`config.mk`:
```
export PLATFORM = sky130hd
export DESIGN_NAME = serial_command_line_parser
export DESIGN_NICKNAME = d
export VERILOG_FILES = /design/src/sv/scp_pkg.sv /design/src/sv/scp_front.sv /design/src/sv/scp_queue.sv /design/src/sv/scp_back.sv /design/src/sv/serial_command_line_parser.sv
export VERILOG_INCLUDE_DIRS = /design/src /design/src/sv
export SDC_FILE = /design/constraint.sdc
export NUM_CORES = 1
export LEC_CHECK = 0
export BUFFER_PORTS_ARGS = -buffer_cell sky130_fd_sc_hd__buf_2
export CAP_MARGIN = 5
export CORE_MARGIN = 8
export CORE_UTILIZATION = 62
export CTS_CLUSTER_DIAMETER = 50
export CTS_CLUSTER_SIZE = 40
export DETAILED_ROUTE_END_ITERATION = 10
export PLACE_DENSITY = 0.87
export REMOVE_ABC_BUFFERS = 1
export SYNTH_ARGS = -nofsm -noshare
export SYNTH_HDL_FRONTEND = slang
export SYNTH_SLANG_ARGS = --single-unit
```
`constraint.sdc`:
```
create_clock -name clk -period 12.48 [get_ports clk]
set_clock_uncertainty 0.2 [all_clocks]
set_input_delay 0.624 -clock clk [delete_from_list [all_inputs] [get_ports clk]]
set_output_delay 0.624 -clock clk [all_outputs]
set_load 0.03 [all_outputs]
```
`src/sv/serial_command_line_parser_macros.svh`:
```
// Assertion macros shared by the command parser RTL.
// No dependencies; files take it in with an include.
`ifndef SERIAL_COMMAND_LINE_PARSER_MACROS_SVH
`define SERIAL_COMMAND_LINE_PARSER_MACROS_SVH

// cond must hold on every edge out of reset
`define SCP_ASSERT_ALWAYS(label, clk, rst, cond) \
  label: assert property (@(posedge clk) disable iff (rst) (cond)) \
    else $error("scp assertion failed");

// cons must hold on the same edge as ante
`define SCP_ASSERT_IMPLIES(label, clk, rst, ante, cons) \
  label: assert property (@(posedge clk) disable iff (rst) (ante) |-> (cons)) \
    else $error("scp assertion failed");

// cons must hold on the edge after ante
`define SCP_ASSERT_NEXT(label, clk, rst, ante, cons) \
  label: assert property (@(posedge clk) disable iff (rst) (ante) |=> (cons)) \
    else $error("scp assertion failed");

`endif

```
`src/sv/scp_pkg.sv`:
```
`timescale 1ns / 1ps
// Types and constants for the serial command line parser.
// No dependencies.
package scp_pkg;

  localparam int PRESSURE_W = 11;
  localparam int HEAD_LEN   = 7;   // positions 0..6 are all a command can look at
  localparam int QUEUE_DEPTH = 2;
  localparam int QPTR_W     = 1;
  localparam int QCNT_W     = 2;

  localparam logic [7:0] END_MARK   = 8'd59;   // ';'
  localparam logic [7:0] CHAR_MINUS = 8'd45;
  localparam logic [7:0] CHAR_PLUS  = 8'd43;
  localparam logic [7:0] CHAR_ZERO  = 8'd48;
  localparam logic [7:0] CHAR_NINE  = 8'd57;

  localparam logic [23:0] WORD_SET = {8'd115, 8'd101, 8'd116};  // "set"
  localparam logic [23:0] WORD_STP = {8'd115, 8'd116, 8'd112};  // "stp"
  localparam logic [23:0] WORD_RUN = {8'd114, 8'd117, 8'd110};  // "run"
  localparam logic [23:0] WORD_NOW = {8'd110, 8'd111, 8'd119};  // "now"

  typedef enum logic [2:0] {
    REPLY_SET  = 3'd0,
    REPLY_STOP = 3'd1,
    REPLY_RUN  = 3'd2,
    REPLY_NOW  = 3'd3,
    REPLY_BAD  = 3'd4
  } reply_t;

  // one decoded command line, handed from front to back
  typedef struct packed {
    reply_t                        reply;
    logic signed [PRESSURE_W-1:0]  value;
    logic signed [PRESSURE_W-1:0]  pressure;
  } cmd_t;

endpackage

```
`src/sv/scp_front.sv`:
```
`timescale 1ns / 1ps
// Front end: collects line characters and decodes a finished line into a cmd_t.
// Depends on scp_pkg and serial_command_line_parser_macros.svh.
`include "serial_command_line_parser_macros.svh"

module scp_front #(
  parameter int LINE_DEPTH = 16
) (
  input  logic                                   clk,
  input  logic                                   rst,
  input  logic                                   in_valid,
  output logic                                   in_ready,
  input  logic [7:0]                             rx_byte,
  input  logic signed [scp_pkg::PRESSURE_W-1:0]  present_pressure,
  output logic                                   push,
  output scp_pkg::cmd_t                          push_cmd,
  input  logic                                   queue_ready
);

  localparam int FILL_W = $clog2(LINE_DEPTH + 1);

  logic [FILL_W-1:0] fill;
  logic [FILL_W-1:0] fill_next;
  logic [7:0]        head [scp_pkg::HEAD_LEN];
  logic [7:0]        ch   [scp_pkg::HEAD_LEN];
  logic              accept;
  logic              is_end;

  logic [1:0]        pos;
  logic              skipping;
  logic              scanning;
  logic              neg;
  logic [7:0]        pc;
  logic [9:0]        acc;
  logic signed [scp_pkg::PRESSURE_W-1:0] value;
  logic [23:0]       head_word;

  assign in_ready = queue_ready;
  assign accept   = in_valid && in_ready;
  assign is_end   = (rx_byte == scp_pkg::END_MARK);
  assign push     = accept && is_end;

  always_comb begin
    fill_next = fill;
    if (accept) begin
      if (is_end) begin
        fill_next = '0;
      end else if (fill < FILL_W'(LINE_DEPTH)) begin
        fill_next = fill + 1'b1;
      end
    end
  end

  always_ff @(posedge clk) begin
    if (rst) begin
      fill <= '0;
    end else begin
      fill <= fill_next;
    end
  end

  // only the first few positions are ever decoded
  always_ff @(posedge clk) begin
    for (int k = 0; k < scp_pkg::HEAD_LEN; k++) begin
      if (accept && !is_end && fill == FILL_W'(k)) begin
        head[k] <= rx_byte;
      end
    end
  end

  // positions not yet filled in this line read as terminators
  always_comb begin
    for (int k = 0; k < scp_pkg::HEAD_LEN; k++) begin
      ch[k] = (fill > FILL_W'(k)) ? head[k] : 8'd0;
    end
  end

  assign head_word = {ch[0], ch[1], ch[2]};

  // atoi over positions 4..6; pos is relative to position 4
  always_comb begin
    pos      = 2'd0;
    skipping = 1'b1;
    scanning = 1'b1;
    neg      = 1'b0;
    pc       = 8'd0;
    acc      = 10'd0;
    for (int k = 0; k < 3; k++) begin
      if (skipping && ch[4+k] != 8'd0 && (ch[4+k] inside {8'd32, [8'd9:8'd13]})) begin
        pos = pos + 2'd1;
      end else begin
        skipping = 1'b0;
      end
    end
    case (pos)
      2'd0:    pc = ch[4];
      2'd1:    pc = ch[5];
      2'd2:    pc = ch[6];
      default: pc = 8'd0;
    endcase
    if (pc == scp_pkg::CHAR_MINUS || pc == scp_pkg::CHAR_PLUS) begin
      neg = (pc == scp_pkg::CHAR_MINUS);
      pos = pos + 2'd1;
    end
    for (int k = 0; k < 3; k++) begin
      if (scanning && pos <= 2'(k)) begin
        if (ch[4+k] inside {[scp_pkg::CHAR_ZERO:scp_pkg::CHAR_NINE]}) begin
          acc = 10'((acc << 3) + (acc << 1)) + 10'(ch[4+k] - scp_pkg::CHAR_ZERO);
        end else begin
          scanning = 1'b0;
        end
      end
    end
    value = neg ? -$signed({1'b0, acc}) : $signed({1'b0, acc});
  end

  always_comb begin
    push_cmd.value    = value;
    push_cmd.pressure = present_pressure;
    if (head_word == scp_pkg::WORD_SET) begin
      push_cmd.reply = scp_pkg::REPLY_SET;
    end else if (head_word == scp_pkg::WORD_STP) begin
      push_cmd.reply = scp_pkg::REPLY_STOP;
    end else if (head_word == scp_pkg::WORD_RUN) begin
      push_cmd.reply = scp_pkg::REPLY_RUN;
    end else if (head_word == scp_pkg::WORD_NOW) begin
      push_cmd.reply = scp_pkg::REPLY_NOW;
    end else begin
      push_cmd.reply = scp_pkg::REPLY_BAD;
    end
  end

  `SCP_ASSERT_ALWAYS(a_fill_bound, clk, rst, fill <= FILL_W'(LINE_DEPTH))
  `SCP_ASSERT_NEXT(a_fill_clear, clk, rst, push, fill == '0)

endmodule

```
`src/sv/scp_queue.sv`:
```
`timescale 1ns / 1ps
// Two-entry queue of decoded commands between front and back.
// Depends on scp_pkg and serial_command_line_parser_macros.svh.
`include "serial_command_line_parser_macros.svh"

module scp_queue (
  input  logic          clk,
  input  logic          rst,
  input  logic          push,
  input  scp_pkg::cmd_t push_cmd,
  output logic          push_ready,
  input  logic          pop,
  output logic          pop_valid,
  output scp_pkg::cmd_t pop_cmd
);

  scp_pkg::cmd_t                  entry [scp_pkg::QUEUE_DEPTH];
  logic [scp_pkg::QPTR_W-1:0]     wr_ptr;
  logic [scp_pkg::QPTR_W-1:0]     rd_ptr;
  logic [scp_pkg::QCNT_W-1:0]     count;
  logic [scp_pkg::QCNT_W-1:0]     count_next;

  assign push_ready = (count < scp_pkg::QCNT_W'(scp_pkg::QUEUE_DEPTH));
  assign pop_valid  = (count != '0);
  assign pop_cmd    = entry[rd_ptr];

  always_comb begin
    count_next = count;
    case ({push, pop})
      2'b10:   count_next = count + 1'b1;
      2'b01:   count_next = count - 1'b1;
      default: count_next = count;
    endcase
  end

  always_ff @(posedge clk) begin
    if (rst) begin
      wr_ptr <= '0;
      rd_ptr <= '0;
      count  <= '0;
    end else begin
      if (push) begin
        wr_ptr <= wr_ptr + 1'b1;
      end
      if (pop) begin
        rd_ptr <= rd_ptr + 1'b1;
      end
      count <= count_next;
    end
  end

  always_ff @(posedge clk) begin
    if (push) begin
      entry[wr_ptr] <= push_cmd;
    end
  end

  `SCP_ASSERT_IMPLIES(a_no_overflow, clk, rst, push,
                      count < scp_pkg::QCNT_W'(scp_pkg::QUEUE_DEPTH))
  `SCP_ASSERT_IMPLIES(a_no_underflow, clk, rst, pop, count != '0)

endmodule

```
`src/sv/scp_back.sv`:
```
`timescale 1ns / 1ps
// Back end: applies decoded commands to setpoint and run flag, holds the result word.
// Depends on scp_pkg and serial_command_line_parser_macros.svh.
`include "serial_command_line_parser_macros.svh"

module scp_back (
  input  logic                                   clk,
  input  logic                                   rst,
  input  logic                                   q_valid,
  input  scp_pkg::cmd_t                          q_cmd,
  output logic                                   pop,
  output logic                                   out_valid,
  input  logic                                   out_ready,
  output logic [2:0]                             reply,
  output logic signed [scp_pkg::PRESSURE_W-1:0]  setpoint,
  output logic                                   fan_running,
  output logic signed [scp_pkg::PRESSURE_W-1:0]  pressure_report
);

  logic signed [scp_pkg::PRESSURE_W-1:0] set_state;
  logic signed [scp_pkg::PRESSURE_W-1:0] set_state_next;
  logic                                  run_state;
  logic                                  run_state_next;

  assign pop = q_valid && (!out_valid || out_ready);

  always_comb begin
    set_state_next = set_state;
    run_state_next = run_state;
    case (q_cmd.reply)
      scp_pkg::REPLY_SET:  set_state_next = q_cmd.value;
      scp_pkg::REPLY_STOP: run_state_next = 1'b0;
      scp_pkg::REPLY_RUN:  run_state_next = 1'b1;
      default:             run_state_next = run_state;
    endcase
  end

  always_ff @(posedge clk) begin
    if (rst) begin
      set_state <= '0;
      run_state <= 1'b0;
      out_valid <= 1'b0;
    end else begin
      if (pop) begin
        set_state <= set_state_next;
        run_state <= run_state_next;
        out_valid <= 1'b1;
      end else if (out_ready) begin
        out_valid <= 1'b0;
      end
    end
  end

  always_ff @(posedge clk) begin
    if (pop) begin
      reply           <= q_cmd.reply;
      setpoint        <= set_state_next;
      fan_running     <= run_state_next;
      pressure_report <= (q_cmd.reply == scp_pkg::REPLY_NOW) ? q_cmd.pressure : '0;
    end
  end

  `SCP_ASSERT_NEXT(a_pop_shows, clk, rst, pop, out_valid)
  `SCP_ASSERT_NEXT(a_run_sets, clk, rst, pop && q_cmd.reply == scp_pkg::REPLY_RUN,
                   fan_running && run_state)
  `SCP_ASSERT_IMPLIES(a_report_zero, clk, rst,
                      out_valid && reply != scp_pkg::REPLY_NOW, pressure_report == '0)

endmodule

```
`src/sv/serial_command_line_parser.sv`:
```
`timescale 1ns / 1ps
// Serial command line parser: one received byte per cycle while the command queue has room, one reply word per ';'.
// Result path: the decoded ';' line is registered in the command queue, then in the output register.
// Throughput: one byte per cycle while the queue has room; the two-entry command queue decouples decode from output.
// Reset (synchronous): clears fill count, setpoint, run flag, queue and output valid;
// line characters are not reset and are only read once written in the current line.
// Depends on scp_pkg, scp_front, scp_queue, scp_back.
module serial_command_line_parser #(
  parameter int LINE_DEPTH = 16
) (
  input  logic                                   clk,
  input  logic                                   rst,
  input  logic                                   in_valid,
  output logic                                   in_ready,
  input  logic [7:0]                             rx_byte,
  input  logic signed [scp_pkg::PRESSURE_W-1:0]  present_pressure,
  output logic                                   out_valid,
  input  logic                                   out_ready,
  output logic [2:0]                             reply,
  output logic signed [scp_pkg::PRESSURE_W-1:0]  setpoint,
  output logic                                   fan_running,
  output logic signed [scp_pkg::PRESSURE_W-1:0]  pressure_report
);

  logic          push;
  logic          push_ready;
  scp_pkg::cmd_t push_cmd;
  logic          pop;
  logic          q_valid;
  scp_pkg::cmd_t q_cmd;

  scp_front #(
    .LINE_DEPTH(LINE_DEPTH)
  ) u_front (
    .clk              (clk),
    .rst              (rst),
    .in_valid         (in_valid),
    .in_ready         (in_ready),
    .rx_byte          (rx_byte),
    .present_pressure (present_pressure),
    .push             (push),
    .push_cmd         (push_cmd),
    .queue_ready      (push_ready)
  );

  scp_queue u_queue (
    .clk        (clk),
    .rst        (rst),
    .push       (push),
    .push_cmd   (push_cmd),
    .push_ready (push_ready),
    .pop        (pop),
    .pop_valid  (q_valid),
    .pop_cmd    (q_cmd)
  );

  scp_back u_back (
    .clk             (clk),
    .rst             (rst),
    .q_valid         (q_valid),
    .q_cmd           (q_cmd),
    .pop             (pop),
    .out_valid       (out_valid),
    .out_ready       (out_ready),
    .reply           (reply),
    .setpoint        (setpoint),
    .fan_running     (fan_running),
    .pressure_report (pressure_report)
  );

endmodule

```
==> results of run 1 <==
cell families (layout without fill, tap and decap cells):
family	count (synthesis)	count (layout)	synth area share [%]
DFF	147	147	49.9
and+or+nand+nor	248	248	14.6
AOI/OAI and AO/OA	169	169	14.4
buffers and inverters	83	148	3.81
adders and majority gates	50	50	8.63
xor gates and xnor gates	33	33	3.45
muxes	43	43	5.24
state kept, by name (all words and copies together) (netlist names), named ones only:
signal,cells
u_queue.wr_ptr,1
u_queue.entry,50
u_back.reply,3
u_back.pressure_report,11
u_back.run_state,1
u_back.setpoint,11
u_queue.count,2
u_queue.rd_ptr,1
u_front.fill,5
u_back.set_state,11
u_back.fan_running,1
u_front.head,48
u_back.out_valid,1
layer usage:
layer | vias up | global-route usage [%] | part of all wire, %
met5 | - | 0 | 0
met4 | 0 | 10.9 | 3.1
li1 | 2956 | - | -
met2 | 316 | 40.6 | 51
met1 | 3090 | 25.9 | 39
met3 | 70 | 5.30 | 7.0
how the worst min path moves through the flow:
stage	from	slack [ns]	end
2_1_floorplan	u_back.set_state[0]	0.23	u_back.set_state[0]
3_3_place_gp	u_back.set_state[0]	0.24	u_back.set_state[0]
3_5_place_dp	u_back.set_state[9]	0.25	u_back.set_state[9]
4_1_cts	present_pressure[8]	0.18	u_queue.entry[1][8]
5_1_grt	present_pressure[1]	0.18	u_queue.entry[1][1]
6_report	present_pressure[6]	0.19	u_queue.entry[0][6]
layout by cell type, fill, tap and decap left out, types with 16 or more instances in the layout:
master                      instances
sky130_fd_sc_hd__mux2i_1           36
sky130_fd_sc_hd__inv_1             60
sky130_fd_sc_hd__a21oi_1           36
sky130_fd_sc_hd__nor2_1            61
sky130_fd_sc_hd__nand3_1           16
sky130_fd_sc_hd__edfxtp_1         124
sky130_fd_sc_hd__buf_2             50
sky130_fd_sc_hd__ha_1              37
sky130_fd_sc_hd__clkbuf_16         17
sky130_fd_sc_hd__dfxtp_1           23
sky130_fd_sc_hd__o21ai_0           32
sky130_fd_sc_hd__nand2_1           79
sky130_fd_sc_hd__xnor2_1           19
worst max-delay path, delay by kind of cell (launching register included):
kind / cells / cell delay [ns]
and+or+nand+nor: 10 / 1.99
muxes: 1 / 0.47
AOI/OAI and AO/OA: 14 / 3.74
DFF: 1 / 0.49
adders and majority gates: 8 / 2.51
buffers and inverters: 7 / 0.74
cell type report:
class,count,area (sq um),share of cell area [%]
sequential,147,4180,44.7
multi-input combinational,543,3880,41.5
clock buffer,23,468,5.00
timing repair buffer,56,295,3.16
inverter,60,225,2.41
tap,176,220,2.35
clock inverter,9,81.3,0.869
per-stage QoR:
| stage | utilization (%) | power [W] | instances | hold WS (ns) | setup slack [ns] |
|---|---|---|---|---|---|
| after floorplan | - | 0.000698 | 750 | 0.231 | 3.68 |
| after global placement | 66.5 | 0.000743 | 982 | 0.242 | 2.82 |
| after detailed placement | 66.5 | 0.000751 | 982 | 0.250 | 2.33 |
| after CTS | 70.7 | 0.00122 | 1014 | 0.177 | 2.25 |
| after global routing | 70.7 | 0.00125 | 1014 | 0.177 | 1.39 |
| final | 70.7 | 0.00121 | 1014 | 0.189 | 2.10 |
power groups by stage:
| stage | Sequential [W] | Clock (W) | Combinational [W] |
|---|---|---|---|
| after global routing | 0.000581 | 0.000490 | 0.000176 |
| after detailed placement | 0.000588 | 0 | 0.000163 |
| after floorplan | 0.000630 | 0 | 0.0000688 |
| final | 0.000579 | 0.000469 | 0.000165 |
| after CTS | 0.000579 | 0.000472 | 0.000165 |
| after global placement | 0.000587 | 0 | 0.000156 |
==> impl_metrics.py, run 1 <==
metrics = {
    "critical_path": {
        "start_kind": "flop",
        "crit_path_end": "u_queue.entry[0][18]",
        "worstSetupEndpointType": "flop",
        "worstReg2RegEnd": "u_queue.entry[0][18]",
        "critical_path.max_fanout": 13,
        "worst_ep_required_time_ns": 12.47,
        "reg2reg_slack_ns": 2.10,
        "crit_path_top_delay_cell": "sky130_fd_sc_hd__o21ai_1",
        "timing.setup.critical_path_class": "flop to flop",
        "cp_common_cell": "sky130_fd_sc_hd__inv_1",
        "crit_start": "u_front.fill[1]",
        "timing.critical_path.slowest_cell_delay_ns": 0.69,
        "critPathArrivalTime_ns": 10.37,
        "worst_r2r_path_depth": 40,
        "crit-reg2reg-launch": "u_front.fill[1]",
    },
    "cells_and_area": {
        "area_growth_syn_to_layout_pct": 11.6,
        "post-route-cell-area_sq_um": 9360,
        "layout.nets": 898,
        "final_layout_size_suffix_gt1_share_pct": 13.5,
        "fillCellCount": 934,
        "antenna_cells": 0,
    },
    "yosys": {
        "synth.top_cells.by_area": "sky130_fd_sc_hd__edfxtp_1 (44%), sky130_fd_sc_hd__ha_1 (5.5%), sky130_fd_sc_hd__dfxtp_1 (5.5%)",
        "post_synth_num_cell_types": 82,
        "synth_top_cell_by_area": "sky130_fd_sc_hd__edfxtp_1",
        "ys_async_sr_fraction_pct": 0,
        "ys_seq_elements": 147,
        "warnings_from_yosys": 0,
        "syn-instance-count": 773,
        "synth_area_sq_um": 8380,
        "synthesis.area_per_instance_sq_um": 10.8,
        "synth.yosys.seq_area_share_pct": 49.9,
        "synth-edff-count": 124,
        "synth_largest_type_area_fraction_pct": 44.4,
        "synth.most_common_cell": "sky130_fd_sc_hd__edfxtp_1",
        "ys.flop_type": "sky130_fd_sc_hd__edfxtp_1",
        "synthTopCellsByCount": "sky130_fd_sc_hd__edfxtp_1 (124), sky130_fd_sc_hd__nand2_1 (79), sky130_fd_sc_hd__nor2_1 (62), sky130_fd_sc_hd__inv_1 (60), sky130_fd_sc_hd__ha_1 (37)",
    },
    "global_route": {
        "grt_overflow_total": 0,
        "first_global_vias": 6449,
        "global_route.usage.total_pct": 23.0,
        "grt_max_degree": 40,
        "grt_first_pass_wirelength_microns": 32400,
        "initial_antenna_violation_count": 0,
    },
    "clock_network": {
        "post_cts_hold_buffer_count": 0,
        "max-clock-path-buffers": 2,
        "clkLatencyLatePin_ns": 0.42,
        "clk_pin_slew_worst_paths_ns": 0.06,
        "post-cts-setup-buffer-count": 0,
        "ctsResizeCount": 0,
        "clockRootBuffer": "sky130_fd_sc_hd__clkbuf_16",
        "cts.htree.levels": 4,
        "cts_buffers": 17,
        "cts.sink_count": 147,
        "tritoncts": "done",
    },
    "place": {
        "gpl.final_weighted_congestion": 0.973,
        "detailed_place.area_sq_um": 8810,
        "detailed_place_hpwl_microns": 14300,
        "port_buffers": 50,
    },
    "floorplan": {
        "dieWidth_microns": 132,
        "floorplan.die.height_microns": 132,
        "top_level_ports": 51,
        "rows": 42,
        "die_area_sq_um": 17500,
        "core-area_sq_um": 13200,
        "starting_density_of_the_core_pct": 63.3,
    },
    "sta": {
        "fmax_mhz": 96.4,
        "layout_min_cycle_time_ns": 10.38,
        "relSlewSlack_pct": 19.7,
        "setup_repair_after_global_routing_missed_its_margin": "no",
        "final.period_utilization_pct": 83.2,
        "drv_slew": 0,
        "setup-violations-final": 0,
        "max_slew.worst_pin.slew_ns": 1.20,
        "total_count_of_hold_check_failures_in_the_final_report": 0,
        "totalNegativeSetupSlack_ns": 0,
    },
    "power_and_ir_drop": {
        "p_int_w": 0.000899,
        "power.density_nw_per_um2": 130,
        "pwr-share-seq_pct": 47.8,
        "net-switching-power_w": 0.000313,
        "vdd.ir_drop.worst_mv": 0.122,
        "static-leakage-power_nw": 3.54,
        "switching_share_pct": 25.8,
        "share_clk_of_total_power_pct": 38.6,
        "power_frac_comb_pct": 13.6,
    },
    "routing": {
        "wl_microns": 20000,
        "final_antenna_net_count": 0,
        "drtIter0Drc": 660,
        "dr_total_vias": 6432,
        "detail_route.drc_violations": 0,
        "avgRoutedWirePerCell_microns": 19.7,
        "drt-vias-per-instance": 6.34,
        "firstDrtPassIters": 6,
    },
    "outcome": {
        "status": "finished clean",
    },
    "job": {
        "timing.max_cap.violations": 0,
    },
    "worst_hold_path": {
        "whs_path_depth": 1,
        "hold_path_class": "input port to flop",
    },
}
No activity file was read; power rests on OpenSTA's default activity.
==> run 2: changes to the inputs <==
--- a/config.mk
+++ b/config.mk
@@ -6,14 +6,15 @@
 export SDC_FILE = /design/constraint.sdc
 export NUM_CORES = 1
 export LEC_CHECK = 0
+export ABC_AREA = 1
 export BUFFER_PORTS_ARGS = -buffer_cell sky130_fd_sc_hd__buf_2
 export CAP_MARGIN = 5
 export CORE_MARGIN = 8
-export CORE_UTILIZATION = 62
+export CORE_UTILIZATION = 56
 export CTS_CLUSTER_DIAMETER = 50
 export CTS_CLUSTER_SIZE = 40
 export DETAILED_ROUTE_END_ITERATION = 10
-export PLACE_DENSITY = 0.87
+export PLACE_DENSITY = 0.83
 export REMOVE_ABC_BUFFERS = 1
 export SYNTH_ARGS = -nofsm -noshare
 export SYNTH_HDL_FRONTEND = slang
==> constraint.sdc (replaced) <==
create_clock -name clk -period 8.5 [get_ports clk]
set_clock_uncertainty 0.2 [all_clocks]
set_input_delay 0.425 -clock clk [delete_from_list [all_inputs] [get_ports clk]]
set_output_delay 0.425 -clock clk [all_outputs]
set_load 0.03 [all_outputs]
==> impl_metrics.py, run 2 <==
metrics = {
    "outcome": {
        "status": "finished clean",
    },
    "global_route": {
        "grt_first_pass_wirelength_microns": 27200,
        "initial_antenna_violation_count": 0,
        "grt_overflow_total": 0,
        "grt_max_degree": 33,
        "first_global_vias": 5897,
        "global_route.usage.total_pct": 18.3,
    },
    "clock_network": {
        "cts.htree.levels": 4,
        "max-clock-path-buffers": 2,
        "tritoncts": "done",
        "cts.sink_count": 147,
        "clkLatencyLatePin_ns": 0.42,
        "cts_buffers": 17,
        "clk_pin_slew_worst_paths_ns": 0.06,
        "post-cts-setup-buffer-count": 0,
        "clockRootBuffer": "sky130_fd_sc_hd__clkbuf_16",
    },
    "critical_path": {
        "worst_r2r_path_depth": 52,
        "path_delay_family": "simple AND/OR/NAND/NOR gates",
        "critical_path.max_fanout": 7,
        "reg2reg_slack_ns": 0.61,
        "timing.setup.critical_path_class": "flop to flop",
        "cp_common_cell": "sky130_fd_sc_hd__nand2_1",
        "timing.critical_path.slowest_cell_delay_ns": 0.51,
        "worstReg2RegEnd": "u_queue.entry[1][21]",
        "start_kind": "flop",
        "worstSetupEndpointType": "flop",
        "crit-reg2reg-launch": "u_front.fill[2]",
        "critPathArrivalTime_ns": 7.86,
        "worst_ep_required_time_ns": 8.47,
        "crit_path_top_delay_cell": "sky130_fd_sc_hd__fa_1",
        "cp.buffers_inverters": 10,
    },
    "yosys": {
        "synth_top_cell_by_area": "sky130_fd_sc_hd__edfxtp_1",
        "synth.yosys.seq_area_share_pct": 50.4,
        "synth_area_sq_um": 8310,
        "ys.flop_type": "sky130_fd_sc_hd__edfxtp_1",
        "syn-instance-count": 887,
        "synth-edff-count": 124,
        "synth_largest_type_area_fraction_pct": 44.8,
        "synth.top_cells.by_area": "sky130_fd_sc_hd__edfxtp_1 (45%), sky130_fd_sc_hd__nand2_1 (8.0%), sky130_fd_sc_hd__inv_1 (6.4%)",
        "ys_async_sr_fraction_pct": 0,
        "synth.most_common_cell": "sky130_fd_sc_hd__nand2_1",
        "synthTopCellsByCount": "sky130_fd_sc_hd__nand2_1 (177), sky130_fd_sc_hd__inv_1 (141), sky130_fd_sc_hd__edfxtp_1 (124), sky130_fd_sc_hd__nor2_1 (50), sky130_fd_sc_hd__nand3_1 (45)",
        "synthesis.area_per_instance_sq_um": 9.37,
        "ys_seq_elements": 147,
        "warnings_from_yosys": 0,
        "post_synth_num_cell_types": 49,
    },
    "sta": {
        "setup-violations-final": 0,
        "max_slew.worst_pin.slew_ns": 1.11,
        "total_count_of_hold_check_failures_in_the_final_report": 0,
        "layout_min_cycle_time_ns": 7.89,
        "relSlewSlack_pct": 25.6,
        "fmax_mhz": 127,
        "final.period_utilization_pct": 92.9,
        "drv_slew": 0,
    },
    "floorplan": {
        "starting_density_of_the_core_pct": 57.2,
        "top_level_ports": 51,
        "floorplan.die.height_microns": 138,
        "rows": 44,
        "die_area_sq_um": 19000,
        "core-area_sq_um": 14500,
        "dieWidth_microns": 138,
    },
    "routing": {
        "firstDrtPassIters": 6,
        "drt-vias-per-instance": 5.42,
        "avgRoutedWirePerCell_microns": 14.5,
        "drtIter0Drc": 477,
        "dr_total_vias": 6244,
        "detail_route.drc_violations": 0,
        "final_antenna_net_count": 0,
        "wl_microns": 16700,
    },
    "worst_hold_path": {
        "hold_path_class": "input port to flop",
        "whs_path_depth": 1,
        "min-delay-start": "rx_byte[6]",
        "holdPathEnd": "u_front.head[2][6]",
    },
    "cells_and_area": {
        "post-route-cell-area_sq_um": 9480,
        "layout.nets": 1028,
        "flip_flop_count_of_the_largest_register_after_layout": 50,
        "mostFrequentLayoutCells": "sky130_fd_sc_hd__nand2_1 (174), sky130_fd_sc_hd__inv_1 (138), sky130_fd_sc_hd__edfxtp_1 (124)",
        "area_growth_syn_to_layout_pct": 14.1,
        "final_layout_size_suffix_gt1_share_pct": 17.8,
        "antenna_cells": 0,
        "top_regs": "u_queue.entry (50), u_front.head (48)",
        "layout.cells.most_common": "sky130_fd_sc_hd__nand2_1",
        "largest_register": "u_queue.entry",
        "fillCellCount": 1073,
    },
    "place": {
        "detailed_place_hpwl_microns": 12200,
        "detailed_place.area_sq_um": 8750,
        "port_buffers": 50,
        "gpl.final_weighted_congestion": 0.891,
    },
    "power_and_ir_drop": {
        "static-leakage-power_nw": 4.27,
        "total_power_w": 0.00172,
        "power.density_nw_per_um2": 181,
        "vdd.ir_drop.worst_mv": 0.164,
    },
    "job": {
        "timing.max_cap.violations": 0,
    },
}
[run 2: changes by cell type after synthesis, sizes merged, moves of 15 or more]
cell / delta
nand2: +124
nand3: +35
inv: +88
mux2i: -35
or2: +15
[run 2: worst max path at each step]
stage	start	depth (start not counted)	to	slack, ns
after floorplan	u_front.fill[2]	52	u_queue.entry[0][21]	1.16
after global placement	u_front.fill[2]	54	u_queue.entry[0][21]	0.61
after detailed placement	u_front.fill[2]	53	u_queue.entry[0][21]	0.30
after CTS	u_front.fill[2]	53	u_queue.entry[1][21]	0.27
after global routing	u_front.fill[2]	53	u_queue.entry[0][21]	-0.02
final	u_front.fill[2]	52	u_queue.entry[1][21]	0.61
[run 2: routing by layer]
metal / global-route usage, % / wire [microns]
met3: 4.27 / 1150
met4: 5.61 / 284
met5: 0 / 0
met1: 22.8 / 7110
met2: 30.9 / 8150
[run 2: what timing repair did]
item | 4_1_cts | 5_1_grt
hold buffers | 11 | 0
gates resized for setup | 0 | 22
hold endpoints to repair | 22 | 0
setup endpoints to repair | 0 | 8
[run 2: logic make-up (layout without fill, tap and decap cells)]
family / after synthesis / after routing / share of synthesized area (%)
muxes: 1 / 1 / 0.120
xor gates and xnor gates: 27 / 27 / 2.85
buffers and inverters: 165 / 246 / 7.65
AOI/OAI and AO/OA: 124 / 124 / 8.66
adders and majority gates: 50 / 50 / 8.70
and+or+nand+nor: 373 / 373 / 21.7
DFF: 147 / 147 / 50.4
[run 2: where the power goes]
part / internal, W / switching (W)
clock network: 0.000405 / 0.000289
logic: 0.0000558 / 0.000128
registers: 0.000822 / 0.0000183
[run 2: area by class of cell]
cell class                 count  area, sq um  share of cell area, %
clock inverter                14          128                   1.35
inverter                     150          564                   5.95
timing repair buffer          64          383                   4.04
tap                          184          230                   2.43
sequential                   147         4190                   44.2
multi-input combinational    575         3560                   37.5
clock buffer                  18          429                   4.53
[run 2: through the flow]
step	std cells	hold slack, ns	setup slack [ns]	TNS [ns]	utilization [%]
after detailed placement	1108	0.286	0.304	0	60.2
after global routing	1152	0.0730	-0.0164	-0.0328	65.2
after CTS	1151	0.0642	0.266	0	64.8
after floorplan	872	0.255	1.16	0	-
final	1152	0.0832	0.607	0	65.2
after global placement	1108	0.268	0.607	0	60.2
==> run 3: changes to the inputs <==
--- a/config.mk
+++ b/config.mk
@@ -6,7 +6,6 @@
 export SDC_FILE = /design/constraint.sdc
 export NUM_CORES = 1
 export LEC_CHECK = 0
-export ABC_AREA = 1
 export BUFFER_PORTS_ARGS = -buffer_cell sky130_fd_sc_hd__buf_2
 export CAP_MARGIN = 5
 export CORE_MARGIN = 8
==> impl_metrics.py, run 3 (synthesis results as in run 1) <==
metrics = {
    "outcome": {
        "status": "finished clean",
    },
    "power_and_ir_drop": {
        "switching_share_pct": 26.0,
        "static-leakage-power_nw": 3.74,
        "net-switching-power_w": 0.000460,
        "p_int_w": 0.00131,
        "total_power_w": 0.00177,
        "vdd.ir_drop.worst_mv": 0.181,
        "power_frac_comb_pct": 13.6,
        "share_clk_of_total_power_pct": 38.2,
        "power.density_nw_per_um2": 178,
        "pwr-share-seq_pct": 48.2,
    },
    "critical_path": {
        "worst_ep_required_time_ns": 8.43,
        "cp_common_cell": "sky130_fd_sc_hd__inv_1",
        "crit_path_top_delay_cell": "sky130_fd_sc_hd__fa_1",
        "critical_path.max_fanout": 5,
        "timing.critical_path.slowest_cell_delay_ns": 0.54,
        "timing.setup.critical_path_class": "flop to flop",
        "worstSetupEndpointType": "flop",
        "start_kind": "flop",
        "critPathArrivalTime_ns": 8.16,
    },
    "job": {
        "timing.max_cap.violations": 0,
    },
    "clock_network": {
        "cts.sink_count": 147,
        "cts.htree.levels": 4,
        "cts_buffers": 17,
        "max-clock-path-buffers": 2,
        "clk_pin_slew_worst_paths_ns": 0.06,
        "clkLatencyLatePin_ns": 0.42,
        "tritoncts": "done",
        "clockRootBuffer": "sky130_fd_sc_hd__clkbuf_16",
    },
    "cells_and_area": {
        "largest_register": "u_queue.entry",
        "area_growth_syn_to_layout_pct": 18.3,
        "top_regs": "u_queue.entry (50), u_front.head (48)",
        "fillCellCount": 995,
        "final_layout_size_suffix_gt1_share_pct": 20.3,
        "mostFrequentLayoutCells": "sky130_fd_sc_hd__edfxtp_1 (124), sky130_fd_sc_hd__nand2_1 (77), sky130_fd_sc_hd__nor2_1 (60)",
        "layout.cells.most_common": "sky130_fd_sc_hd__edfxtp_1",
        "antenna_cells": 0,
        "flip_flop_count_of_the_largest_register_after_layout": 50,
        "layout.nets": 937,
    },
    "sta": {
        "layout_min_cycle_time_ns": 8.22,
        "total_count_of_hold_check_failures_in_the_final_report": 0,
        "fmax_mhz": 122,
        "relSlewSlack_pct": 23.8,
        "postLayoutSetupSlackWorst_ns": 0.276,
        "drv_slew": 0,
        "final.period_utilization_pct": 96.8,
        "setup-violations-final": 0,
        "max_slew.worst_pin.slew_ns": 1.13,
    },
    "floorplan": {
        "dieWidth_microns": 138,
        "die_area_sq_um": 19100,
        "rows": 44,
        "floorplan.die.height_microns": 138,
        "top_level_ports": 51,
        "core-area_sq_um": 14600,
        "starting_density_of_the_core_pct": 57.5,
    },
    "routing": {
        "firstDrtPassIters": 8,
        "wl_microns": 19700,
        "final_antenna_net_count": 0,
        "drt-vias-per-instance": 6.12,
        "avgRoutedWirePerCell_microns": 18.5,
        "detail_route.drc_violations": 0,
        "drtIter0Drc": 682,
        "dr_total_vias": 6496,
    },
    "global_route": {
        "grt_overflow_total": 0,
        "first_global_vias": 6189,
        "initial_antenna_violation_count": 0,
        "grt_max_degree": 40,
        "global_route.usage.total_pct": 19.5,
        "grt_first_pass_wirelength_microns": 30600,
    },
    "place": {
        "gpl.final_weighted_congestion": 0.985,
        "detailed_place_hpwl_microns": 14000,
        "port_buffers": 50,
        "worst_slack_at_placement_ns": -0.129,
    },
    "worst_hold_path": {
        "hold_path_class": "input port to flop",
    },
}
-- run 3: cell count changes in the layout (fill, tap and decap cells not counted), moves of 11 or more --
cell / change
sky130_fd_sc_hd__buf_4: +30
sky130_fd_sc_hd__nand3b_1: -11
sky130_fd_sc_hd__mux2i_1: +35
sky130_fd_sc_hd__or2_2: -12
sky130_fd_sc_hd__nor2_1: +16
sky130_fd_sc_hd__nand2_2: -24
sky130_fd_sc_hd__nand2_1: -97
sky130_fd_sc_hd__inv_1: -81
sky130_fd_sc_hd__nand3_1: -32
-- run 3: worst paths after layout --
path,startpoint,to,slack (ns),cells after the start
setup / recovery,u_front.fill[1],u_queue.entry[0][20],0.28,40
hold reg to reg,u_back.set_state[8],u_back.set_state[8],0.26,2
hold / removal,present_pressure[3],u_queue.entry[1][3],0.01,1
setup reg to reg,u_front.fill[1],u_queue.entry[0][20],0.28,40
-- run 3: layout make-up --
cell class	count	area, sq um	share of cell area (%)
clock buffer	21	472	4.76
clock inverter	11	72.6	0.732
inverter	60	225	2.27
multi-input combinational	543	4110	41.4
sequential	147	4190	42.2
tap	184	230	2.32
timing repair buffer	95	621	6.26
-- run 3: worst max-delay path: cells and delay by family (launching register included) --
family | cells | cell delay (ns)
and+or+nand+nor | 7 | 1.10
DFF | 1 | 0.34
xor gates and xnor gates | 1 | 0.23
adders and majority gates | 7 | 2.16
muxes | 1 | 0.11
buffers and inverters | 7 | 0.68
AOI/OAI and AO/OA | 17 | 3.12
-- run 3: metrics by stage --
step | area [sq um] | util (%) | hold WS [ns] | setup TNS (ns) | std cells
3_5_place_dp | 8970 | 61.5 | 0.250 | -0.475 | 1010
4_1_cts | 9630 | 66.0 | 0.00361 | 0 | 1053
3_3_place_gp | 8970 | 61.5 | 0.242 | 0 | 1010
2_1_floorplan | 8290 | - | 0.231 | -2.03 | 750
6_report | 9920 | 68.0 | 0.0129 | 0 | 1061
5_1_grt | 9920 | 68.0 | -0.000189 | -0.428 | 1061
-- run 3: what timing repair did --
item                                    CTS  global route
pin swaps                                 1            18
buffers inserted                          1             8
endpoints found under the setup margin    8             8
hold buffers                             10             0
resized for setup                         2            44
endpoints found under the hold margin    20             0
-- run 3: power by group through the flow --
stage | Combinational, W | Sequential (W) | Clock, W
detailed placement | 0.000234 | 0.000867 | 0
global placement | 0.000231 | 0.000864 | 0
global route | 0.000258 | 0.000855 | 0.000713
floorplan | 0.000101 | 0.000924 | 0
finish | 0.000241 | 0.000852 | 0.000675
CTS | 0.000239 | 0.000851 | 0.000681
-- run 3: layer usage --
metal / track usage, % / routed length, microns / vias up
met5: 0 / 0 / -
met4: 8.98 / 613 / 0
met3: 4.11 / 1460 / 54
met2: 32.3 / 9570 / 327
met1: 24.1 / 8030 / 3081
li1: - / - / 3034
